$ cat src/sv/assert_macros.svh
// ----------------------------------------------------------------------------
// Assertion macros
// Shared concurrent assertion shorthands, clocked on clk, off during rst.
// ----------------------------------------------------------------------------
`ifndef ASSERT_MACROS_SVH
`define ASSERT_MACROS_SVH

// property must hold at every rising clock edge outside reset
`define AST_CHK(label, prop, msg) \
  label: assert property (@(posedge clk) disable iff (rst) prop) else $error(msg);

// expression must never be true
`define AST_NEVER(label, expr, msg) \
  `AST_CHK(label, !(expr), msg)

`endif

$ cat src/sv/tse_pkg.sv
// ----------------------------------------------------------------------------
// tse_pkg
// Types and constants of the tween slot engine.
// ----------------------------------------------------------------------------
package tse_pkg;

  localparam int VALUE_BITS = 16;
  localparam int FRAME_BITS = 16;
  localparam logic [16:0] Q_ONE = 17'd32768;

  typedef enum logic [1:0] {
    OP_CREATE = 2'd0,
    OP_TICK   = 2'd1,
    OP_DELETE = 2'd2,
    OP_QUERY  = 2'd3
  } op_t;

  typedef enum logic [1:0] {
    ST_OK    = 2'd0,
    ST_FULL  = 2'd1,
    ST_NOSLOT = 2'd2,
    ST_RSVD  = 2'd3
  } status_t;

  localparam logic [1:0] EASE_IN     = 2'd0;
  localparam logic [1:0] EASE_LINEAR = 2'd3;

  // one slot record as held in the slot memory
  typedef struct packed {
    logic [FRAME_BITS-1:0]        fc;
    logic [FRAME_BITS-1:0]        start_f;
    logic signed [FRAME_BITS:0]   end_f;
    logic signed [VALUE_BITS-1:0] from_v;
    logic signed [VALUE_BITS-1:0] to_v;
    logic [1:0]                   ease;
    logic signed [VALUE_BITS-1:0] cur;
  } slot_rec_t;

endpackage

$ cat src/sv/tween_slot_engine.sv
// ----------------------------------------------------------------------------
// tween_slot_engine
// Table of animation slots, each tweening one value between two keyframes.
// ----------------------------------------------------------------------------
// Create and unused-slot results go from S_IDLE straight to S_EMIT; delete and
//   query of a used slot first read the slot through S_RD and S_EVAL.
// Tick: walks every slot in order through the slot memory; an alive slot is read,
//   updated and written back, passing a 16-step serial divider, two squares and
//   one multiply when it interpolates; free slots are skipped and stopped slots
//   only reported, and output stalls can hold the walk.
// One item at a time; rst clears used/alive bits, the sequencer and m_tvalid.
module tween_slot_engine #(
  parameter int SLOTS = 16
) (
  input  logic        clk,
  input  logic        rst,
  input  logic        s_tvalid,
  output logic        s_tready,
  // slot[3:0], first_frame[19:4], last_frame[36:20], from_value[52:37],
  // to_value[68:53], ease_mode[70:69], pad[71]
  input  logic [71:0] s_tdata,
  // op[1:0]
  input  logic [1:0]  s_tuser,
  output logic        m_tvalid,
  input  logic        m_tready,
  // out_slot[3:0], value[19:4], finished[20], running[21], pad[23:22]
  output logic [23:0] m_tdata,
  // status[1:0]
  output logic [1:0]  m_tuser,
  output logic        m_tlast
);
  import tse_pkg::*;

  localparam int SW = (SLOTS > 1) ? $clog2(SLOTS) : 1;

  typedef enum logic [3:0] {
    S_IDLE, S_RD, S_EVAL, S_DIV, S_SQ1, S_SQ2, S_MUL, S_FIN, S_WB, S_EMIT
  } state_t;

  state_t state;
  logic [SLOTS-1:0] in_use;
  logic [SLOTS-1:0] alive;
  slot_rec_t mem [SLOTS];
  slot_rec_t rd_data;
  slot_rec_t rec;
  logic [SW-1:0] rd_addr;
  logic [SW-1:0] idx;
  op_t op;

  logic wr_en;
  logic [SW-1:0] wr_addr;
  slot_rec_t wr_data;

  logic [FRAME_BITS-1:0] fc_new;
  logic signed [VALUE_BITS-1:0] cur_new;
  logic alive_new;

  logic [FRAME_BITS+1:0] div_r;
  logic [FRAME_BITS:0]   div_d;
  logic [15:0]           div_q;
  logic [3:0]            div_cnt;
  logic [16:0]           sq1;
  logic [16:0]           sq2;
  logic signed [35:0]    prod;

  logic [3:0]                   res_slot;
  logic signed [VALUE_BITS-1:0] res_value;
  logic res_fin, res_run, res_last;
  status_t res_status;

  // input fields
  logic [3:0]                   in_slot;
  logic [FRAME_BITS-1:0]        in_first;
  logic signed [FRAME_BITS:0]   in_last_f;
  logic signed [VALUE_BITS-1:0] in_from;
  logic signed [VALUE_BITS-1:0] in_to;
  logic [1:0]                   in_ease;

  assign in_slot   = s_tdata[3:0];
  assign in_first  = s_tdata[19:4];
  assign in_last_f = s_tdata[36:20];
  assign in_from   = s_tdata[52:37];
  assign in_to     = s_tdata[68:53];
  assign in_ease   = s_tdata[70:69];

  assign s_tready = (state == S_IDLE);

  logic accept;
  assign accept = s_tvalid && s_tready;

  // output register loads a new item
  logic emit_go;
  assign emit_go = (state == S_EMIT) && (!m_tvalid || m_tready);

  // lowest free slot
  logic [SW-1:0] free_idx;
  logic          any_free;
  always_comb begin
    free_idx = '0;
    any_free = 1'b0;
    for (int j = SLOTS - 1; j >= 0; j--) begin
      if (!in_use[j]) begin
        free_idx = SW'(j);
        any_free = 1'b1;
      end
    end
  end

  // used slot beyond the current one
  logic later_used;
  always_comb begin
    later_used = 1'b0;
    for (int j = 0; j < SLOTS; j++) begin
      if (in_use[j] && (j > int'(idx))) later_used = 1'b1;
    end
  end

  logic [6:0] slot_ext;
  logic       slot_ok;
  assign slot_ext = {3'b000, in_slot};
  assign slot_ok  = (int'(slot_ext) < SLOTS) && in_use[slot_ext[SW-1:0]];

  logic [6:0] idx_ext;
  assign idx_ext = 7'(idx);

  // record fields in signed compare range
  logic signed [FRAME_BITS+1:0] end_s, start_s, den_s, num_s, fcn_s;
  assign end_s   = {rd_data.end_f[FRAME_BITS], rd_data.end_f};
  assign start_s = {2'b00, rd_data.start_f};
  assign den_s   = end_s - start_s;

  logic [FRAME_BITS:0] next_u;
  assign next_u = {1'b0, rd_data.fc} + 17'd1;
  assign num_s  = end_s - $signed({1'b0, next_u});
  assign fcn_s  = $signed({2'b00, fc_new});

  logic [FRAME_BITS+1:0] div_sub;
  logic                  div_ge;
  assign div_ge  = (div_r >= {1'b0, div_d});
  assign div_sub = div_ge ? (div_r - {1'b0, div_d}) : div_r;

  logic [16:0] sq_in;
  logic [33:0] sq_prod;
  assign sq_in   = (state == S_SQ1) ?
                   ((rec.ease == EASE_IN) ? (Q_ONE - {1'b0, div_q}) : {1'b0, div_q}) : sq1;
  assign sq_prod = sq_in * sq_in + 34'd16384;

  logic [16:0] ease_e;
  always_comb begin
    priority if (rec.ease == EASE_LINEAR) ease_e = {1'b0, div_q};
    else if (rec.ease == EASE_IN) ease_e = Q_ONE - sq2;
    else ease_e = sq2;
  end

  logic signed [VALUE_BITS:0] vdiff;
  assign vdiff = {rec.from_v[VALUE_BITS-1], rec.from_v} - {rec.to_v[VALUE_BITS-1], rec.to_v};

  logic signed [35:0] p_shift;
  assign p_shift = prod >>> 15;

  // slot memory write port
  always_comb begin
    wr_en   = 1'b0;
    wr_addr = free_idx;
    wr_data = rec;
    if (state == S_IDLE) begin
      wr_en = accept && (op_t'(s_tuser) == OP_CREATE) && any_free;
      wr_data.fc      = '0;
      wr_data.start_f = in_first;
      wr_data.end_f   = in_last_f;
      wr_data.from_v  = in_from;
      wr_data.to_v    = in_to;
      wr_data.ease    = in_ease;
      wr_data.cur     = in_from;
    end else if (state == S_WB) begin
      wr_en   = 1'b1;
      wr_addr = idx;
      wr_data.fc  = fc_new;
      wr_data.cur = cur_new;
    end
  end

  // accesses are sequenced: read data is never used while the same slot is being written
  always_ff @(posedge clk) begin
    if (wr_en) mem[wr_addr] <= wr_data;
    rd_data <= mem[rd_addr];
  end

  always_ff @(posedge clk) begin
    if (rst) begin
      state    <= S_IDLE;
      in_use   <= '0;
      alive    <= '0;
      m_tvalid <= 1'b0;
    end else begin
      if (emit_go) m_tvalid <= 1'b1;
      else if (m_tready) m_tvalid <= 1'b0;
      unique case (state)
        S_IDLE: begin
          if (accept) begin
            op <= op_t'(s_tuser);
            res_last   <= 1'b1;
            res_status <= ST_OK;
            unique case (op_t'(s_tuser))
              OP_CREATE: begin
                if (any_free) begin
                  in_use[free_idx] <= 1'b1;
                  alive[free_idx]  <= 1'b1;
                  res_slot  <= 4'(7'(free_idx));
                  res_value <= in_from;
                  res_fin   <= in_last_f[FRAME_BITS] || (in_last_f == '0);
                  res_run   <= 1'b1;
                end else begin
                  res_slot   <= '0;
                  res_value  <= '0;
                  res_fin    <= 1'b0;
                  res_run    <= 1'b0;
                  res_status <= ST_FULL;
                end
                state <= S_EMIT;
              end
              OP_TICK: begin
                idx     <= '0;
                rd_addr <= '0;
                state   <= S_RD;
              end
              OP_DELETE, OP_QUERY: begin
                if (slot_ok) begin
                  idx     <= slot_ext[SW-1:0];
                  rd_addr <= slot_ext[SW-1:0];
                  state   <= S_RD;
                end else begin
                  res_slot   <= in_slot;
                  res_value  <= '0;
                  res_fin    <= 1'b0;
                  res_run    <= 1'b0;
                  res_status <= ST_NOSLOT;
                  state      <= S_EMIT;
                end
              end
            endcase
          end
        end
        S_RD: state <= S_EVAL;
        S_EVAL: begin
          rec       <= rd_data;
          res_slot  <= idx_ext[3:0];
          res_value <= rd_data.cur;
          res_fin   <= $signed({2'b00, rd_data.fc}) >= end_s;
          res_status <= ST_OK;
          if (op != OP_TICK) begin
            res_last <= 1'b1;
            if (op == OP_DELETE) begin
              in_use[idx] <= 1'b0;
              alive[idx]  <= 1'b0;
              res_run     <= 1'b0;
            end else begin
              res_run <= alive[idx];
            end
            state <= S_EMIT;
          end else if (!in_use[idx]) begin
            if (idx == SW'(SLOTS - 1)) begin
              state <= S_IDLE;
            end else begin
              idx     <= idx + 1'b1;
              rd_addr <= idx + 1'b1;
              state   <= S_RD;
            end
          end else if (!alive[idx]) begin
            res_run  <= 1'b0;
            res_last <= !later_used;
            state    <= S_EMIT;
          end else begin
            fc_new    <= next_u[FRAME_BITS] ? '1 : next_u[FRAME_BITS-1:0];
            alive_new <= 1'b1;
            cur_new   <= rd_data.to_v;
            state     <= S_WB;
            priority if (rd_data.end_f == '1) begin
              cur_new <= rd_data.cur;  // count only
            end else if ($signed({1'b0, next_u}) < start_s) begin
              cur_new <= rd_data.from_v;
            end else if ($signed({1'b0, next_u}) > end_s) begin
              alive_new <= 1'b0;
            end else if ((den_s <= 0) || (num_s <= 0)) begin
              cur_new <= rd_data.to_v;
            end else begin
              div_r   <= num_s[FRAME_BITS+1:0];
              div_d   <= den_s[FRAME_BITS:0];
              div_q   <= '0;
              div_cnt <= '0;
              state   <= S_DIV;
            end
          end
        end
        S_DIV: begin
          div_q   <= {div_q[14:0], div_ge};
          div_r   <= {div_sub[FRAME_BITS:0], 1'b0};
          div_cnt <= div_cnt + 4'd1;
          if (div_cnt == 4'd15) state <= S_SQ1;
        end
        S_SQ1: begin
          sq1   <= sq_prod[31:15];
          state <= S_SQ2;
        end
        S_SQ2: begin
          sq2   <= sq_prod[31:15];
          state <= S_MUL;
        end
        S_MUL: begin
          prod  <= 36'(vdiff) * 36'($signed({1'b0, ease_e})) + 36'sd16384;
          state <= S_FIN;
        end
        S_FIN: begin
          cur_new <= VALUE_BITS'(36'(rec.to_v) + p_shift);
          state   <= S_WB;
        end
        S_WB: begin
          alive[idx] <= alive_new;
          res_value  <= cur_new;
          res_fin    <= fcn_s >= $signed({rec.end_f[FRAME_BITS], rec.end_f});
          res_run    <= alive_new;
          res_last   <= !later_used;
          state      <= S_EMIT;
        end
        S_EMIT: begin
          if (emit_go) begin
            m_tdata  <= {2'b00, res_run, res_fin, res_value, res_slot};
            m_tuser  <= res_status;
            m_tlast  <= res_last;
            if ((op == OP_TICK) && (idx != SW'(SLOTS - 1))) begin
              idx     <= idx + 1'b1;
              rd_addr <= idx + 1'b1;
              state   <= S_RD;
            end else begin
              state <= S_IDLE;
            end
          end
        end
        default: state <= S_IDLE;
      endcase
    end
  end

`include "assert_macros.svh"

  `AST_NEVER(a_alive_free, (alive & ~in_use) != '0, "alive slot not in use")
  `AST_NEVER(a_div_wr, (state == S_DIV) && wr_en, "memory write during divide")
  `AST_CHK(a_create_fill, accept && (op_t'(s_tuser) == OP_CREATE) && any_free |=> $countones(in_use) == $past($countones(in_use)) + 1, "create did not take a slot")
  `AST_CHK(a_tick_last, (state == S_EMIT) && (op == OP_TICK) && (idx == SW'(SLOTS - 1)) |-> res_last, "final tick result not marked")

endmodule
$ cat config.mk
export PLATFORM = sky130hd
export DESIGN_NAME = tween_slot_engine
export DESIGN_NICKNAME = d
export VERILOG_FILES = /design/src/sv/tse_pkg.sv /design/src/sv/tween_slot_engine.sv
export VERILOG_INCLUDE_DIRS = /design/src /design/src/sv
export SDC_FILE = /design/constraint.sdc
export NUM_CORES = 2
export LEC_CHECK = 0
export ABC_CLOCK_PERIOD_IN_PS = 12630
export BUFFER_PORTS_ARGS = -buffer_cell sky130_fd_sc_hd__buf_2
export CAP_MARGIN = 20
export CORE_ASPECT_RATIO = 1.5
export CORE_MARGIN = 3
export CORE_UTILIZATION = 62
export DETAILED_ROUTE_END_ITERATION = 6
export GPL_ROUTABILITY_DRIVEN = 0
export MAX_ROUTING_LAYER = met4
export PLACE_DENSITY = 0.84
export SLEW_MARGIN = 10
export SYNTH_ARGS = -nofsm -noshare
export SYNTH_HDL_FRONTEND = slang
export SYNTH_SLANG_ARGS = --single-unit
$ cat constraint.sdc
create_clock -name clk -period 12.63 [get_ports clk]
set_input_delay 0.6315 -clock clk [delete_from_list [all_inputs] [get_ports clk]]
set_output_delay 0.6315 -clock clk [all_outputs]
set_load 0.02 [all_outputs]
==> summary.md <==
| Metric | Value |
|---|---|
| DRT iter0 DRCs | `8070` |
| Slowest cell on crit path | `xnor2_1` |
| Vias post-DR | `63473` |
| Die X-Extent | `333 um` |
| DRC violations left | `15` |
| First-pass GRT wire length | `393000 um` |
| Drt first pass iters | `7` |
| Clock root buffer | `clkbuf_16` |
| Slowest stage delay, CP | `between 900 and 1000 ps` |
| Initial antenna violation count | `19` |
| Clock slew at reported path FFs | `60 ps` |
| Yosys Warn Count | `0` |
| Area of the multi-input gates | `about 37000 sq um` |
| CTS Buf Count | `174` |
| Max clock buf depth | `3` |
| Min-delay worst type | `input port to register` |
| CP bufs+invs | `3` |
| Adder-Cell Fraction of Synth Area | `12.7%` |
| CP arrival | `9820 ps` |
| Post-Synth Simple-Gate Area | `roughly 6.0%` |
| Vias in the first global route | `66029` |
| Area share of the largest cell type after synthesis | `56.7%` |
| Crit Path Class | `register to register` |
| Share of power burned in registers | `33.0%` |
| Failing checks | `design-rule violations` |
| Worst setup SP type | `register` |
| Compound-Gate Fraction of Synth Area | `7.39%` |
| Nets | `8097` |
| Clock power share | `19.7%` |
| Clk sink count | `2013` |
| Hold buffers post-CTS | `0` |
| Starting Density | `62.6%` |
| Post-CTS Setup Inserts | `0` |
| Core ar. | `~160000 sq um` |
| Resized Gates After CTS | `0` |
| Status | `finished with violations` |
| RSZ-0062 raised after global routing | `false` |
| Hold Vio Cnt, Final | `0` |
| Dominant cell type by area after synthesis | `edfxtp_1` |
| Unique masters post-synth | `87` |
| Worst EP required | `13190 ps` |
| Leakage | `41.1 nW` |
| Top Ports | `107` |
| Grt ovf | `0` |
| Post-route clock period utilization | `between 70% and 80%` |
| Slew HR | `17.6%` |
| Maxcap violations | `0` |
| Cell count after synthesis | `around 7200` |
| Sequential share of the synthesized area | `between 50% and 60%` |
| WL final | `262000 um` |
| CTS tree | `yes` |
| Port bufs | `about 100` |
| Worst Clk Skew | `between 60 and 70 ps` |
| Synth top area cells | `edfxtp_1 57%, fa_1 8.4%, mux4_2 4.7%` |
| Sw frac | `between 30% and 40%` |
| Setup violators final | `0` |
| Largest family of logic cells by synthesized area | `adder cells` |
| Most common cell after layout, fill and taps aside | `edfxtp_1` |
| GRT Util Overall | `32.8%` |
| Least-Margin Pin Slew | `around 1200 ps` |
| Power per cell area | `262 nW/um^2` |
| Mapped cell area | `99500 sq um` |
| Fillers | `9905` |
| Vias/cell | `6.67` |
| Die height | `497 um` |
| Top delay family on crit path | `adder cells` |
| Dpl cell area | `103000 sq um` |
| Crit path time final | `9270 ps` |
| Final slew viol count | `0` |
| Clk_lat worst skew | `roughly 840 ps` |
| Post-route setup TNS | `0 ps` |
| Cells after DPL | `between 9000 and 10000` |
| Largest net degree at the start of global routing | `~140` |
| H-tree levels | `4` |
| Routed len/inst | `27.6 um` |
| Area grow syn2layout | `9.52%` |
| Detail Placement HPWL | `155000 um` |
| Synth Area in XOR/XNOR | `1.31%` |
| Mux cell area share after synthesis | `9.29%` |
| Async SR Flop Fraction | `0%` |
| Synth Register Bits | `just over 2000` |
| Fin area | `109000 sq um` |
| Worst path most repeated cell | `fa_1` |
| EDFF count, synth | `about 1900` |
| Antenna Violating Nets Remaining | `0` |
| CP Capture Type | `register` |
| NetSw | `~11 mW` |
| Most frequent cells in the layout | `1877 x edfxtp_1, 722 x inv_1, 550 x nand2_1` |
| Most used flip-flop cell after synthesis | `edfxtp_1` |
| Peak supply drop | `between 0.5 and 0.6 mV` |
| Die area | `165000 sq um` |
| Achievable Freq | `0.108 GHz` |
| Num rows | `179` |
| Crit-path max FO | `7` |
| Combinational Power Share | `47.4%` |
| Finished Layout Cells | `9517` |
| FF/Latch Area | `59100 sq um` |
| Share of post-route cells with drive strength above 1 | `between 10% and 20%` |
| Cell Int Power | `17.6 mW` |
| Syn Area/Cell | `13.9 sq um` |
==> final timing paths <==
kind	startpoint	depth (start not counted)	slack, ps	endpoint
worst min register to register	rd_data[47]$_DFF_P_	0	430	rec[47]$_DFFE_PP_
worst max register to register	rec[18]$_DFFE_PP_	29	3360	prod[30]$_DFFE_PP_
worst max-delay path	rec[18]$_DFFE_PP_	29	3360	prod[30]$_DFFE_PP_
worst min-delay path	s_tuser[0]	1	110	op[0]$_DFFE_PP_
==> worst register-to-register path: cells and delay by family (launching register included) <==
family / cells / cell delay, ps
and+or+nand+nor: 6 / 1070
DFF: 1 / 430
buffers and inverters: 3 / 180
adders and majority gates: 9 / 4150
xor gates and xnor gates: 2 / 1090
AOI/OAI and AO/OA: 9 / 2100
==> flip-flops by register name, indices dropped and copies added (netlist names), 17 cells and up <==
register,flops
div_d,17
div_r,18
m_tdata,22
rd_data,82
sq2,17
end_s,17
sq1,17
rec,99
mem,1584
==> metal layers <==
layer | GRT usage, % | wire length [um] | part of all wire [%] | up-vias
met2 | 53.4 | 130000 | 49 | 4592
met1 | 37.8 | 85400 | 33 | 31260
met4 | 21.2 | 18600 | 7.1 | 0
li1 | - | - | - | 26350
met3 | 5.85 | 28800 | 11 | 1271
met5 | - | 0 | 0 | -
==> cells in the mapped netlist (all sizes together), types with 45 or more instances <==
cell type     n
inv         723
o21a         52
nand2       553
mux4        209
a21oi       375
o21ai       297
ha          339
and2         45
o221ai      106
xor2         62
nor3         47
o22ai       111
buf          67
clkbuf      232
mux2i       329
fa          417
nor2        479
xnor2        86
dfxtp       136
nand3        62
mux2        110
edfxtp     1877
==> stage by stage <==
stage / utilization, % / hold slack (ps) / total power, mW / setup WS, ps
floorplan: - / 386 / 18.8 / 4570
global placement: 64.6 / 414 / 22.0 / 3480
detailed placement: 64.6 / 418 / 22.6 / 3370
CTS: 68.5 / 41.6 / 28.4 / 3230
global route: 68.5 / 69.8 / 30.2 / 3100
finish: 68.5 / 108 / 28.5 / 3360
==> kinds of logic after synthesis <==
kind of cell | count (synthesis)
DFF | 2013
and+or+nand+nor | 1382
AOI/OAI and AO/OA | 1180
buffers and inverters | 1026
adders and majority gates | 756
muxes | 648
xor gates and xnor gates | 148
other | 1
==> area by class of cell <==
cell class              count  share of cell area, %
repair buffers            231                   1.50
clock inverters            86                   1.09
inverters                 727                   2.51
multi-input cells        4116                   33.7
diodes                     21                 0.0482
clock buffers             242                   4.47
flip-flops and latches   2013                   54.2
well taps                2081                   2.39
==> power by group through the flow <==
stage               Clock [mW]  Sequential, mW  Combinational (mW)
floorplan                    0            9.41                9.43
global placement             0            9.49                12.5
detailed placement           0            9.51                13.1
CTS                       5.63            9.38                13.3
global route              5.88            9.40                14.9
finish                    5.61            9.39                13.5
No activity file was read; power rests on OpenSTA's default activity.
